<file path="config.mk">
export PLATFORM = sky130hd
export DESIGN_NAME = pir_motion_qualifier_top
export DESIGN_NICKNAME = d
export VERILOG_FILES = /design/src/design/pmq_pkg.sv /design/src/design/pir_motion_qualifier_top.sv
export SDC_FILE = /design/constraint.sdc
export NUM_CORES = 1
export LEC_CHECK = 0
export ABC_CLOCK_PERIOD_IN_PS = 11400
export BUFFER_PORTS_ARGS = -buffer_cell sky130_fd_sc_hd__buf_2
export CORE_AREA = 2 2 194 196
export DETAILED_ROUTE_END_ITERATION = 8
export DIE_AREA = 0 0 196 198
export GPL_ROUTABILITY_DRIVEN = 0
export PLACE_DENSITY_LB_ADDON = 0.15
export SYNTH_ARGS = -nofsm -noshare
export SYNTH_HDL_FRONTEND = slang
export SYNTH_SLANG_ARGS = --single-unit
</file>
<file path="constraint.sdc">
create_clock -name clk -period 11.4 [get_ports clk]
set_clock_uncertainty 0.2 [all_clocks]
set_input_delay 1.71 -clock clk [delete_from_list [all_inputs] [get_ports clk]]
set_output_delay 1.71 -clock clk [all_outputs]
set_load 0.005 [all_outputs]
</file>
<file path="src/design/pmq_pkg.sv">
// ----------------------------------------------------------------------------
// pmq_pkg
// Shared types and constants of the PIR motion qualifier: register indexes,
// item kinds, timing and scoring constants and the packed result layout.
// ----------------------------------------------------------------------------
package pmq_pkg;

	localparam int TIME_W  = 32;
	localparam int HITS_W  = 16;
	localparam int CONF_W  = 7;
	localparam int CFG_IDX_W = 3;
	localparam int CFG_DATA_W = 16;
	localparam int S_TDATA_W = 40;
	localparam int M_TDATA_W = 96;

	typedef enum logic [CFG_IDX_W-1:0] {
		REG_BLOCK_ENABLE     = 3'd0,
		REG_HOLDOFF_TIME     = 3'd1,
		REG_MOTION_TIMEOUT   = 3'd2,
		REG_MIN_HITS         = 3'd3,
		REG_WILDLIFE_DUR     = 3'd4,
		REG_CONF_THRESHOLD   = 3'd5,
		REG_WIND_FILTER      = 3'd6
	} cfg_reg_t;

	typedef enum logic {
		OP_EDGE = 1'b0,
		OP_POLL = 1'b1
	} op_t;

	// timing constants in milliseconds and hit-count thresholds
	localparam logic [TIME_W-1:0] DEBOUNCE_MS   = 32'd50;
	localparam logic [TIME_W-1:0] MIN_DUR_MS    = 32'd500;
	localparam logic [TIME_W-1:0] MAX_DUR_MS    = 32'd30000;
	localparam logic [TIME_W-1:0] WIND_DUR_MS   = 32'd1000;
	localparam logic [HITS_W-1:0] WIND_HITS     = 16'd3;
	localparam logic [HITS_W-1:0] BURST_HITS    = 16'd10;
	localparam logic [HITS_W-1:0] HITS_MAX      = 16'hFFFF;

	// confidence scoring
	localparam logic [CONF_W-1:0] CONF_BASE     = 7'd50;
	localparam logic [CONF_W-1:0] CONF_DUR_BON  = 7'd20;
	localparam logic [CONF_W-1:0] CONF_HIT_BON  = 7'd15;
	localparam logic [CONF_W-1:0] CONF_PAT_BON  = 7'd15;
	localparam logic [CONF_W-1:0] CONF_MAX      = 7'd100;

	// register reset values
	localparam logic [15:0] HOLDOFF_RST   = 16'd100;
	localparam logic [15:0] TIMEOUT_RST   = 16'd5000;
	localparam logic [7:0]  MIN_HITS_RST  = 8'd3;
	localparam logic [15:0] WILD_DUR_RST  = 16'd2000;
	localparam logic [6:0]  CONF_THR_RST  = 7'd70;

	// first member is the most significant, so motion_active lands in bit 0
	typedef struct packed {
		logic [TIME_W-1:0] event_total;
		logic              trigger_recording;
		logic [CONF_W-1:0] confidence;
		logic              wildlife_motion;
		logic [HITS_W-1:0] hit_count;
		logic [TIME_W-1:0] duration_ms;
		logic              motion_started;
		logic              motion_active;
	} result_t;

	localparam int RESULT_W = $bits(result_t);

endpackage

</file>
<file path="src/design/pir_motion_qualifier_top.sv">
// ----------------------------------------------------------------------------
// pir_motion_qualifier_top
// Debounces sensor edges, tracks motion across polls and scores each poll
// for wildlife classification and recording trigger.
// ----------------------------------------------------------------------------
// result path: an accepted poll passes the input stage, then the result
//   register; edge items give no result
// throughput: one item per cycle while polls find room in the result
//   register, set by the state update in the input stage feeding itself
// reset: arst_n clears all motion state and loads register defaults
// ----------------------------------------------------------------------------
module pir_motion_qualifier_top (
	input  logic                             clk,
	input  logic                             arst_n,
	input  logic                             cfg_we,
	input  logic [pmq_pkg::CFG_IDX_W-1:0]    cfg_index,
	input  logic [pmq_pkg::CFG_DATA_W-1:0]   cfg_wdata,
	input  logic                             s_tvalid,
	output logic                             s_tready,
	input  logic [pmq_pkg::S_TDATA_W-1:0]    s_tdata,  // now_ms[31:0], pin_level[32]
	input  logic                             s_tuser,  // opcode
	output logic                             m_tvalid,
	input  logic                             m_tready,
	// motion_active[0], motion_started[1], duration_ms[33:2], hit_count[49:34],
	// wildlife_motion[50], confidence[57:51], trigger_recording[58],
	// event_total[90:59]
	output logic [pmq_pkg::M_TDATA_W-1:0]    m_tdata
);
	import pmq_pkg::*;

	// configuration
	logic              enable_q;
	logic [15:0]       holdoff_q;
	logic [15:0]       timeout_q;
	logic [7:0]        min_hits_q;
	logic [15:0]       wild_dur_q;
	logic [6:0]        conf_thr_q;
	logic              wind_en_q;

	// input stage
	logic              v_s1;
	op_t               op_s1;
	logic [TIME_W-1:0] now_s1;
	logic              pin_s1;

	// motion state
	logic              active_q, active_d;
	logic              latch_q, latch_d;
	logic [TIME_W-1:0] last_edge_q, last_edge_d;
	logic [TIME_W-1:0] start_q, start_d;
	logic [TIME_W-1:0] seen_q, seen_d;
	logic [HITS_W-1:0] hits_q, hits_d;
	logic [TIME_W-1:0] total_q, total_d;

	// output stage
	logic              m_valid_q;
	result_t           res_q;
	result_t           res_d;

	logic              consume;
	logic              started;
	logic              present;
	logic              in_run;
	logic              timed_out;
	logic [TIME_W-1:0] since_edge;
	logic [TIME_W-1:0] since_seen;
	logic [TIME_W-1:0] dur;
	logic [HITS_W-1:0] min_hits_x;
	logic              valid_pat;
	logic              wild;
	logic [CONF_W-1:0] conf;

	// an edge leaves the stage at once, a poll needs room in the result register
	assign consume  = v_s1 && (op_s1 == OP_EDGE || !m_valid_q || m_tready);
	assign s_tready = !v_s1 || consume;
	assign m_tvalid = m_valid_q;
	assign m_tdata  = {{(M_TDATA_W-RESULT_W){1'b0}}, res_q};

	assign min_hits_x = {{(HITS_W-8){1'b0}}, min_hits_q};
	assign present    = pin_s1 || latch_q;
	assign in_run     = now_s1 >= {{(TIME_W-16){1'b0}}, holdoff_q};
	assign since_edge = now_s1 - last_edge_q;
	assign since_seen = now_s1 - seen_q;
	assign timed_out  = since_seen > {{(TIME_W-16){1'b0}}, timeout_q};

	always_comb begin
		active_d    = active_q;
		latch_d     = latch_q;
		last_edge_d = last_edge_q;
		start_d     = start_q;
		seen_d      = seen_q;
		hits_d      = hits_q;
		total_d     = total_q;
		started     = 1'b0;
		if (op_s1 == OP_EDGE) begin
			if (enable_q && since_edge > DEBOUNCE_MS) begin
				latch_d     = 1'b1;
				last_edge_d = now_s1;
			end
		end else if (enable_q) begin
			latch_d = 1'b0;
			if (in_run) begin
				if (present && !active_q) begin
					active_d = 1'b1;
					start_d  = now_s1;
					seen_d   = now_s1;
					hits_d   = 16'd1;
					total_d  = total_q + 32'd1;
					started  = 1'b1;
				end else if (present) begin
					seen_d = now_s1;
					if (hits_q != HITS_MAX) begin
						hits_d = hits_q + 16'd1;
					end
				end else if (active_q && timed_out) begin
					active_d = 1'b0;
				end
			end
		end
	end

	// scoring works on the state as left by this poll
	always_comb begin
		dur = (active_d && !started) ? now_s1 - start_q : '0;
		valid_pat = dur >= {{(TIME_W-16){1'b0}}, wild_dur_q} && hits_d >= min_hits_x &&
			dur <= MAX_DUR_MS && !(dur < MIN_DUR_MS && hits_d > BURST_HITS);
		wild = active_d && dur >= MIN_DUR_MS && dur <= MAX_DUR_MS &&
			hits_d >= min_hits_x && valid_pat &&
			!(wind_en_q && dur < WIND_DUR_MS && hits_d < WIND_HITS);
		conf = CONF_BASE;
		if (dur > {{(TIME_W-16){1'b0}}, wild_dur_q}) conf = conf + CONF_DUR_BON;
		if (hits_d > min_hits_x) conf = conf + CONF_HIT_BON;
		if (valid_pat) conf = conf + CONF_PAT_BON;
		if (conf > CONF_MAX) conf = CONF_MAX;

		res_d = '0;
		res_d.event_total = total_d;
		if (enable_q) begin
			res_d.motion_active     = active_d;
			res_d.motion_started    = started;
			res_d.duration_ms       = dur;
			res_d.hit_count         = hits_d;
			res_d.wildlife_motion   = wild;
			res_d.confidence        = conf;
			res_d.trigger_recording = wild && conf >= conf_thr_q;
		end
	end

	always_ff @(posedge clk or negedge arst_n) begin
		if (!arst_n) begin
			enable_q   <= 1'b0;
			holdoff_q  <= HOLDOFF_RST;
			timeout_q  <= TIMEOUT_RST;
			min_hits_q <= MIN_HITS_RST;
			wild_dur_q <= WILD_DUR_RST;
			conf_thr_q <= CONF_THR_RST;
			wind_en_q  <= 1'b1;
		end else if (cfg_we) begin
			case (cfg_reg_t'(cfg_index))
				REG_BLOCK_ENABLE:   enable_q   <= cfg_wdata[0];
				REG_HOLDOFF_TIME:   holdoff_q  <= cfg_wdata;
				REG_MOTION_TIMEOUT: timeout_q  <= cfg_wdata;
				REG_MIN_HITS:       min_hits_q <= cfg_wdata[7:0];
				REG_WILDLIFE_DUR:   wild_dur_q <= cfg_wdata;
				REG_CONF_THRESHOLD: conf_thr_q <= cfg_wdata[6:0];
				REG_WIND_FILTER:    wind_en_q  <= cfg_wdata[0];
				default: ;
			endcase
		end
	end

	always_ff @(posedge clk or negedge arst_n) begin
		if (!arst_n) begin
			v_s1 <= 1'b0;
		end else if (s_tready) begin
			v_s1 <= s_tvalid;
		end
	end

	always_ff @(posedge clk) begin
		if (s_tready && s_tvalid) begin
			op_s1  <= op_t'(s_tuser);
			now_s1 <= s_tdata[TIME_W-1:0];
			pin_s1 <= s_tdata[TIME_W];
		end
	end

	always_ff @(posedge clk or negedge arst_n) begin
		if (!arst_n) begin
			active_q    <= 1'b0;
			latch_q     <= 1'b0;
			last_edge_q <= '0;
			start_q     <= '0;
			seen_q      <= '0;
			hits_q      <= '0;
			total_q     <= '0;
		end else if (consume) begin
			active_q    <= active_d;
			latch_q     <= latch_d;
			last_edge_q <= last_edge_d;
			start_q     <= start_d;
			seen_q      <= seen_d;
			hits_q      <= hits_d;
			total_q     <= total_d;
		end
	end

	always_ff @(posedge clk or negedge arst_n) begin
		if (!arst_n) begin
			m_valid_q <= 1'b0;
		end else if (consume && op_s1 == OP_POLL) begin
			m_valid_q <= 1'b1;
		end else if (m_tready) begin
			m_valid_q <= 1'b0;
		end
	end

	always_ff @(posedge clk) begin
		if (consume && op_s1 == OP_POLL) begin
			res_q <= res_d;
		end
	end

	// a fresh start has one hit and no elapsed time
	assert property (@(posedge clk) disable iff (!arst_n)
		m_tvalid && res_q.motion_started |->
			res_q.motion_active && res_q.hit_count == 16'd1 && res_q.duration_ms == '0)
		else $error("started item without a clean motion start");

	assert property (@(posedge clk) disable iff (!arst_n)
		m_tvalid && res_q.trigger_recording |->
			res_q.wildlife_motion && res_q.motion_active &&
			res_q.confidence >= conf_thr_q)
		else $error("recording trigger without qualified wildlife motion");

	assert property (@(posedge clk) disable iff (!arst_n)
		m_tvalid |-> res_q.confidence <= CONF_MAX &&
			(res_q.confidence >= CONF_BASE || !res_q.motion_active))
		else $error("confidence out of range");

	// an edge never changes the motion counters
	assert property (@(posedge clk) disable iff (!arst_n)
		consume && op_s1 == OP_EDGE |=> $stable(total_q) && $stable(hits_q))
		else $error("edge item changed motion counters");

endmodule
</file>
## Word level (Yosys, flattened, before mapping)

Index checks and enable logic that the tools add are counted.

- Output and inout port bits: 98
- Bits of input ports: 65
- Register bits: 338

- $add $sub $neg: 7
- Bitwise logic cells: 1
- Equality and inequality tests: 8
- Reductions and logical operators: 44
- Mux-type cells: 32
- $lt $le $gt $ge: 15

Operators with widths:

| cell | count |
|---|---|
| 2-to-1 mux 32 bit | 7 |
| 2-to-1 mux 16 bit | 6 |
| subtractor 32 bit | 3 |
| greater-or-equal comparator 32 x 16 -> 1 bit | 2 |
| greater-than comparator 32 x 16 -> 1 bit | 2 |
| adder 32 x 1 -> 32 bit (second input constant) | 1 |
| greater-or-equal comparator 32 x 9 -> 1 bit (second input constant) | 1 |
| greater-than comparator 32 x 6 -> 1 bit (second input constant) | 1 |
| less-or-equal comparator 32 x 15 -> 1 bit (second input constant) | 1 |
| less-than comparator 32 x 10 -> 1 bit (second input constant) | 1 |
| less-than comparator 32 x 9 -> 1 bit (second input constant) | 1 |
| 2-to-1 mux 7 bit | 4 |
| logical AND 1 bit | 19 |
| adder 16 x 1 -> 16 bit (second input constant) | 1 |
| greater-or-equal comparator 16 x 8 -> 1 bit | 1 |
| greater-than comparator 16 x 4 -> 1 bit (second input constant) | 1 |
| greater-than comparator 16 x 8 -> 1 bit | 1 |
| less-than comparator 16 x 2 -> 1 bit (second input constant) | 1 |
| inequality test 16 bit (second input constant) | 1 |
| 2-to-1 mux 1 bit | 15 |
| adder 7 x 4 -> 7 bit (second input constant) | 2 |
| AND reduction 2 bit | 7 |
| AND reduction 5 bit | 2 |
| == test 3 bit (second input constant) | 3 |
| 11 further kinds | 23 |

## Longest topological paths before layout

Gate-level depths: netlist of run 1.

- Word-level depth: 21
- Depth in mapped cells: 49

## Worst setup path before layout of run 1

OpenSTA, ideal clock, no wires.

- Path type: reg2reg
- From: register now_s1[1]
- To: register res_q, in the netlist m_tdata[58], data pin
- Cell stages (with the launch flop): 46
- Path slack: 2.580 ns
- Data required time: 10.945 ns
- Library setup time: 0.255 ns
- Arrival time: 8.365 ns
- Cell sequence: edfxtp_1 -> inv_1 -> fa_1 -> nand2b_1 -> a21oi_1 -> o21bai_1 -> and2_1 -> o21bai_1 -> xor2_1 -> ha_1 -> nand3_1 -> or3_1 -> a211oi_1 -> nor3_1 -> o21ai_0 -> a2111oi_1 -> nand4_1 -> o21ai_1 -> [10 not listed] -> nand2_1 -> a21boi_0 -> ha_1 -> nor2_1 -> nand2_1 -> a21oi_2 -> a2111oi_4 -> a211o_1 -> ha_1 -> nand2b_1 -> a21o_1 -> a21o_1 -> a21oi_1 -> nor2b_1 -> o21ai_0 -> nand2b_1 -> a21oi_1 -> nor2b_1

- Word-level cells in the longest chain between the ends: 21

RTL lines:

| what | RTL line | source |
|---|---|---|
| start, declared | pir_motion_qualifier_top.sv:43 | `logic [TIME_W-1:0] now_s1;` |
| start signal, assigned | pir_motion_qualifier_top.sv:183 | `now_s1 <= s_tdata[TIME_W-1:0];` |
| subtractor 32 bit | pir_motion_qualifier_top.sv:83 | `assign since_seen = now_s1 - seen_q;` |
| greater-than comparator 32 x 16 -> 1 bit | pir_motion_qualifier_top.sv:84 | `assign timed_out = since_seen > {{(TIME_W-16){1'b0}}, timeout_q};` |
| logical AND 1 bit | pir_motion_qualifier_top.sv:115 | `end else if (active_q && timed_out) begin` |
| 2-to-1 mux 1 bit | pir_motion_qualifier_top.sv:115 |  |
| 2-to-1 mux 1 bit | pir_motion_qualifier_top.sv:110 | `end else if (present) begin` |
| 2-to-1 mux 1 bit | pir_motion_qualifier_top.sv:103 | `if (present && !active_q) begin` |
| 2-to-1 mux 1 bit | pir_motion_qualifier_top.sv:102 | `if (in_run) begin` |
| 2-to-1 mux 1 bit | pir_motion_qualifier_top.sv:100 | `end else if (enable_q) begin` |
| [3 not listed] | - |  |
| net dur[8] | pir_motion_qualifier_top.sv:67 | `logic [TIME_W-1:0] dur;` |
| [2 not listed] | - |  |
| adder 7 x 4 -> 7 bit | pir_motion_qualifier_top.sv:132 | `if (hits_d > min_hits_x) conf = conf + CONF_HIT_BON;` |
| 2-to-1 mux 7 bit | pir_motion_qualifier_top.sv:132 |  |
| adder 7 x 4 -> 7 bit | pir_motion_qualifier_top.sv:133 | `if (valid_pat) conf = conf + CONF_PAT_BON;` |
| 2-to-1 mux 7 bit | pir_motion_qualifier_top.sv:133 |  |
| greater-than comparator 7 bit | pir_motion_qualifier_top.sv:134 | `if (conf > CONF_MAX) conf = CONF_MAX;` |
| 2-to-1 mux 7 bit | pir_motion_qualifier_top.sv:134 |  |
| greater-or-equal comparator 7 bit | pir_motion_qualifier_top.sv:145 | `res_d.trigger_recording = wild && conf >= conf_thr_q;` |
| logical AND 1 bit (*) | pir_motion_qualifier_top.sv:145 |  |
| end signal, assigned | pir_motion_qualifier_top.sv:220 | `res_q <= res_d;` |
| end, declared | pir_motion_qualifier_top.sv:57 | `result_t res_q;` |

The timed path passes the listed nets; every way through them passes the cells marked *.
A chain may end at the register's enable or synchronous reset.

## Worst setup path after layout of run 1

- From: register now_s1[0]
- To: register res_q, in the netlist m_tdata[58], data pin

The elaborated chain is that of the path after synthesis.

==> results of run 1 <==
[worst paths after layout]
| kind | end | cells past startpoint |
|---|---|---|
| setup / recovery | m_tdata[58]$_SDFFCE_PN0P_ | 45 |
| hold / removal | total_q[31]$_DFFE_PN0P_ | 1 |
| setup reg to reg | m_tdata[58]$_SDFFCE_PN0P_ | 45 |
| hold reg to reg | total_q[31]$_DFFE_PN0P_ | 1 |
| max in group asynchronous | last_edge_q[31]$_DFFE_PN0P_ | 2 |
| min in group asynchronous | conf_thr_q[4]$_DFFE_PN0P_ | 1 |
[through the flow]
stage          worst slack (ps)  utilization  instances
2_1_floorplan              2580            -       2298
3_3_place_gp               1283       0.6171       2861
3_5_place_dp              988.0       0.6171       2861
4_1_cts                   970.6       0.6509       2931
5_1_grt                   305.6       0.6509       2931
6_report                  896.0       0.6509       2931
[power by group]
group	switching, mW	leakage (nW)	total [mW]	internal [mW]
Sequential	0.135	3.85	1.68	1.54
Clock	0.510	0.604	1.23	0.722
Combinational	1.73	6.32	2.91	1.18
[per-layer routing]
layer | wire length [um] | share of wire | track usage | vias up
met1 | 22690 | 0.42 | 0.3614 | 8354
met3 | 3317 | 0.061 | 0.04139 | 112
met2 | 26520 | 0.49 | 0.4941 | 544
met4 | 1710 | 0.032 | 0.1010 | 0
li1 | - | - | - | 8423
met5 | 0 | 0 | 0 | -
[area by class of cell]
class / count / area share
inverter: 194 / 0.03027
clock inverter: 21 / 0.008427
sequential: 338 / 0.3787
timing repair buffer: 169 / 0.03751
multi-input combinational: 1686 / 0.4770
tap: 474 / 0.02466
clock buffer: 49 / 0.04344
[registers in the layout, summed over array words and instances, names as in the netlist]
register	flops
conf_thr_q	7
op_s1	1
seen_q	32
hits_q	16
m_tdata	91
enable_q	1
timeout_q	16
total_q	32
start_q	32
holdoff_q	16
pin_s1	1
v_s1	1
m_tvalid	1
latch_q	1
min_hits_q	8
last_edge_q	32
wild_dur_q	16
active_q	1
now_s1	32
wind_en_q	1
[cell usage after synthesis, drive strengths merged (43+ instances only)]
cell	instances	area, sq um
a21oi	136	740.7
nand2	290	1091
nand4	43	281.5
inv	194	728.2
dfrtp	193	4830
xnor2	74	648.1
nand3	51	260.3
mux2	58	758.2
edfxtp	125	3754
o21ai	195	987.2
xor2	48	420.4
nor2	161	604.3
ha	165	2064
[logic make-up (layout without fill, tap and decap cells)]
kind of cell,after synthesis,after routing,synth area share
AND/OR/NAND/NOR,751,751,0.1668
AO/OA/AOI/OAI,571,571,0.1726
flip-flops,338,338,0.4202
buffers and inverters,274,433,0.05287
adder cells (fa/ha/maj),168,168,0.09801
XOR/XNOR,122,122,0.04929
multiplexers,69,69,0.04006
other,1,5,0.0001730
==> out/qor.csv, run 1 <==
metric,value,unit
status,completed,
hp-class,flip-flop to flip-flop,
design_area,0.02405,sq mm
register_area,0.009109,sq mm
synth_area,0.02168,sq mm
path_clk_slew,60,ps
crit_buf_inv,1,
htree_levels,2,
maxSlewViolCount,0,
fillCellCount,3000,
clock-root-buffer,clkbuf_16,
worstPathMaxFanout,16,
drive_gt1_frac,0.1506,
worstSetupEndpointType,flip-flop,
final_nets,2660,
rsz0062_at_grt,no,
synthArstFlopShare,0.6302,
cts_made_buffers,38,
grt_max_degree,76,
fin_crit,10500,ps
cts_hold_buf,0,
cts_buffer_depth,3,
drt_first_pass_iters,6,
vias_per_cell,5.948,
port_buffers,150,
antenna_found_initial,0,
dp_hpwl,39750,um
reg2reg_from,now_s1[0]$_DFFE_PP_,
grt_pass1_wl,87500,um
cts.sinks,338,
syn_area_per_cell,9.449,sq um
io_pins,163,
critPathKind,flip-flop to flip-flop,
syn_inst,2294,
cap_violations,0,
synth_seq_cells,338,
synth_flop_cell,dfrtp_1,
wl_per_cell,18.50,um
vias,17430,
track_usage,0.2835,
synth_edf_count,125,
postCtsSetupRepairBufs,0,
crit_start,now_s1[0]$_DFFE_PP_,
min-delay-start,total_q[31]$_DFFE_PN0P_,
total_power,5.821,mW
fp.coreArea,0.03696,sq mm
p_leak,10.77,nW
reg2reg_slack,900,ps
fp.dieH,198,um
ir_worst_vdd,0.1699,mV
final_common_cell,nand2_1,
post_cts_resized,0,
slew_headroom,0.3408,
seq_area_frac_synth,0.4202,
syn_to_final_growth,10.96,%
ant_nets,0,
fmax,95.20,MHz
fin_crit_sh,0.9214,
worstMarginPinSlew,988.8,ps
startpoint_type,flip-flop,
diodes,0,
ys_types,103,
first_global_vias,17100,
cp.required,11510,ps
cp.arrival,10610,ps
clk_latency,570,ps
fin_setup_tns,0,ps
max_stage_delay,680,ps
slowest_stage,a21boi_0,
p_per_area,242.0,mW/mm^2
dieArea,0.03881,sq mm
rows,71,
wl,54230,um
hold_viol_final,0,
dpl_cell_area,0.02281,sq mm
cp_top_family,compound AO/OA/AOI/OAI gates,
final_cell_mix,"nand2_1 (289), dfrtp_1 (193), inv_1 (192), o21ai_0 (181), ha_1 (165)",
multi_input_area,0.01147,sq mm
drtIter0Drc,1407,
start_util,0.5866,
drc,0,
cts_tree,yes,
synth-warning-count,0,
dieWidth,196,um
hold_ws,294.0,ps
setup_viol,0,
overflow,0,
(Power assumes the default switching activity.)
==> run 2: changes to the inputs <==
- ABC_AREA: not set -> 1
- CORE_AREA: 2 2 194 196 -> 2 2 197 199
- DIE_AREA: 0 0 196 198 -> 0 0 199 201
==> out/qor.csv, run 2 <==
metric,value,unit,change
drt_first_pass_iters,6,,unchanged
fin_setup_tns,0,ps,unchanged
fp.coreArea,0.03811,sq mm,was 0.03696 sq mm
p_leak,12.92,nW,was 10.77 nW
largest_reg_flops,91,,unchanged
path_depth,47,,was 45
vias_per_cell,5.437,,was 5.948
fp.dieH,201,um,was 198 um
synth_area,0.02243,sq mm,was 0.02168 sq mm
dp_cells,3603,,was 2861
critPathCapture,m_tdata[58]$_SDFFCE_PN0P_,,unchanged
crit_top_cell,nand2_1,,
ant_nets,0,,unchanged
clk_latency,570,ps,about the same
dp_hpwl,44330,um,was 39750 um
vias,19970,,was 17430
max_stage_delay,700,ps,was 680 ps
drc,0,,unchanged
rows,72,,was 71
cts_hold_buf,0,,unchanged
post_cts_resized,0,,unchanged
p_per_area,235.6,mW/mm^2,was 242.0 mW/mm^2
cts_tree,yes,,unchanged
startpoint_type,flip-flop,,unchanged
slowest_stage,edfxtp_1,,was a21boi_0
reg2reg_slack,2660,ps,was 900 ps
synth_edf_count,125,,unchanged
seq_area_frac_synth,0.4060,,was 0.4202
htree_levels,2,,unchanged
syn_area_per_cell,7.515,sq um,was 9.449 sq um
synth-warning-count,0,,unchanged
cts_buffer_depth,3,,unchanged
setup_viol,0,,unchanged
reg2reg_depth,47,,was 45
place_ws,2842,ps,was 988.0 ps
cts.sinks,338,,unchanged
crit_buf_inv,4,,was 1
synthTopCellsByCount,"nand2_1 (799), inv_1 (563), o21ai_0 (228)",,"was nand2_1 (289), dfrtp_1 (193), inv_1 (192)"
fin_cells,3672,,was 2931
syn_inst,2985,,was 2294
synth_top_area_cell,dfrtp_1,,unchanged
synthTopCellsByArea,"dfrtp_1 (22%), edfxtp_1 (17%), nand2_1 (13%)",,"was dfrtp_1 (22%), edfxtp_1 (17%), ha_1 (9.5%)"
antenna_found_initial,1,,was 0
synth.most_common_cell,nand2_1,,unchanged
clock-root-buffer,clkbuf_16,,unchanged
track_usage,0.2968,,was 0.2835
io_pins,163,,unchanged
first_global_vias,19150,,was 17100
hp-class,flip-flop to flip-flop,,unchanged
final_common_cell,nand2_1,,unchanged
wl_per_cell,15.89,um,was 18.50 um
ys_types,59,,was 103
overflow,0,,unchanged
maxSlewViolCount,0,,unchanged
reg2reg_from,now_s1[1]$_DFFE_PP_,,was now_s1[0]$_DFFE_PP_
synth_flop_cell,dfrtp_1,,unchanged
rsz0062_at_grt,no,,unchanged
drive_gt1_frac,0.09258,,was 0.1506
cp.required,11520,ps,was 11510 ps
start_util,0.5887,,was 0.5866
port_buffers,150,,unchanged
worstPathMaxFanout,40,,was 16
postCtsSetupRepairBufs,0,,unchanged
slew_headroom,0.3188,,was 0.3408
final_nets,3358,,was 2660
cap_violations,0,,unchanged
fin_crit_sh,0.7669,,was 0.9214
cp_top_family,simple AND/OR/NAND/NOR gates,,was compound AO/OA/AOI/OAI gates
syn_to_final_growth,11.33,%,was 10.96%
reg2reg_to,m_tdata[58]$_SDFFCE_PN0P_,,unchanged
status,completed,,unchanged
wl,58350,um,was 54230 um
fin_crit,8743,ps,was 10500 ps
path_clk_slew,60,ps,about the same
fillCellCount,3308,,was 3000
worstMarginPinSlew,1019,ps,was 988.8 ps
synth_seq_cells,338,,unchanged
synth_top_area_frac,0.2153,,was 0.2228
hold_viol_final,0,,unchanged
final_cell_mix,"nand2_1 (799), inv_1 (562), o21ai_0 (228), nor2_1 (213), dfrtp_1 (193)",,"was nand2_1 (289), dfrtp_1 (193), inv_1 (192), o21ai_0 (181), ha_1 (165)"
critPathKind,flip-flop to flip-flop,,unchanged
total_power,5.884,mW,was 5.821 mW
fin_ws,2657,ps,was 896.0 ps
worstSetupEndpointType,flip-flop,,unchanged
cp.arrival,8860,ps,was 10610 ps
crit_start,now_s1[1]$_DFFE_PP_,,was now_s1[0]$_DFFE_PP_
synthArstFlopShare,0.6302,,unchanged
ir_worst_vdd,0.1497,mV,was 0.1699 mV
dieWidth,199,um,was 196 um
grt_pass1_wl,94320,um,was 87500 um
cts_made_buffers,38,,unchanged
drtIter0Drc,1306,,was 1407
diodes,0,,unchanged
fmax,114.4,MHz,was 95.20 MHz
dieArea,0.04000,sq mm,was 0.03881 sq mm
grt_max_degree,78,,was 76
==> run 2: cell count changes in the layout (fill, tap and decap cells not counted), moves of 47 or more <==
| cell | before | now |
|---|---|---|
| inv_1 | 192 | 562 |
| nand2_1 | 289 | 799 |
| nand3_1 | 50 | 117 |
| nor2_1 | 159 | 213 |
| o21ai_0 | 181 | 228 |
| xnor2_1 | 74 | 19 |
==> run 2: cell families after synthesis <==
logic type               count (synthesis)  synth area share
AND/OR/NAND/NOR                       1329            0.2516
buffers and inverters                  633            0.1081
AO/OA/AOI/OAI                          420            0.1019
flip-flops                             338            0.4060
adder cells (fa/ha/maj)                168           0.09471
XOR/XNOR                                96           0.03748
other                                    1         0.0001672
==> run 2: final cells by class <==
| cell class | instances | area (sq um) | area share |
|---|---|---|---|
| inverters | 569 | 2137 | 0.08557 |
| multi-input cells | 2018 | 10920 | 0.4373 |
| repair buffers | 160 | 834.6 | 0.03342 |
| well taps | 518 | 648.1 | 0.02595 |
| clock inverters | 24 | 295.3 | 0.01182 |
| clock buffers | 45 | 1030 | 0.04123 |
| flip-flops and latches | 338 | 9109 | 0.3647 |
==> run 2: metrics by stage <==
| step | hold WS, ps | utilization | instance area (sq um) |
|---|---|---|---|
| after floorplan | 241.9 | - | 22450 |
| after global placement | 253.2 | 0.6206 | 23650 |
| after detailed placement | 259.2 | 0.6206 | 23650 |
| after CTS | 272.8 | 0.6554 | 24980 |
| after global routing | 288.6 | 0.6554 | 24980 |
| final | 270.3 | 0.6554 | 24980 |
==> run 2: worst min path at each step <==
stage,to,cells past startpoint,slack (ps),startpoint
finish,last_edge_q[15]$_DFFE_PN0P_,2,270,last_edge_q[15]$_DFFE_PN0P_
global route,last_edge_q[6]$_DFFE_PN0P_,2,290,last_edge_q[6]$_DFFE_PN0P_
CTS,last_edge_q[18]$_DFFE_PN0P_,2,270,last_edge_q[18]$_DFFE_PN0P_
detailed placement,last_edge_q[17]$_DFFE_PN0P_,2,260,last_edge_q[17]$_DFFE_PN0P_
global placement,last_edge_q[18]$_DFFE_PN0P_,2,250,last_edge_q[18]$_DFFE_PN0P_
floorplan,last_edge_q[10]$_DFFE_PN0P_,2,240,last_edge_q[10]$_DFFE_PN0P_
==> run 2: where the power goes <==
group | internal, mW | switching, mW | total (mW)
Combinational | 0.987 | 1.84 | 2.83
Clock | 0.787 | 0.513 | 1.30
Sequential | 1.57 | 0.183 | 1.75
Total | 3.34 | 2.54 | 5.88
==> run 2: metal layers <==
metal,wire [um],GRT usage,up-vias
met5,0,0,-
li1,-,-,9822
met4,2463,0.1261,0
met2,27390,0.4941,717
met1,24590,0.3902,9253
met3,3902,0.03730,173
==> run 2: tightest hold or removal path, cell delays in order (launching register included) <==
cell	delay, ps
dfrtp_1	340
nand2_1	50
nand2_1	50
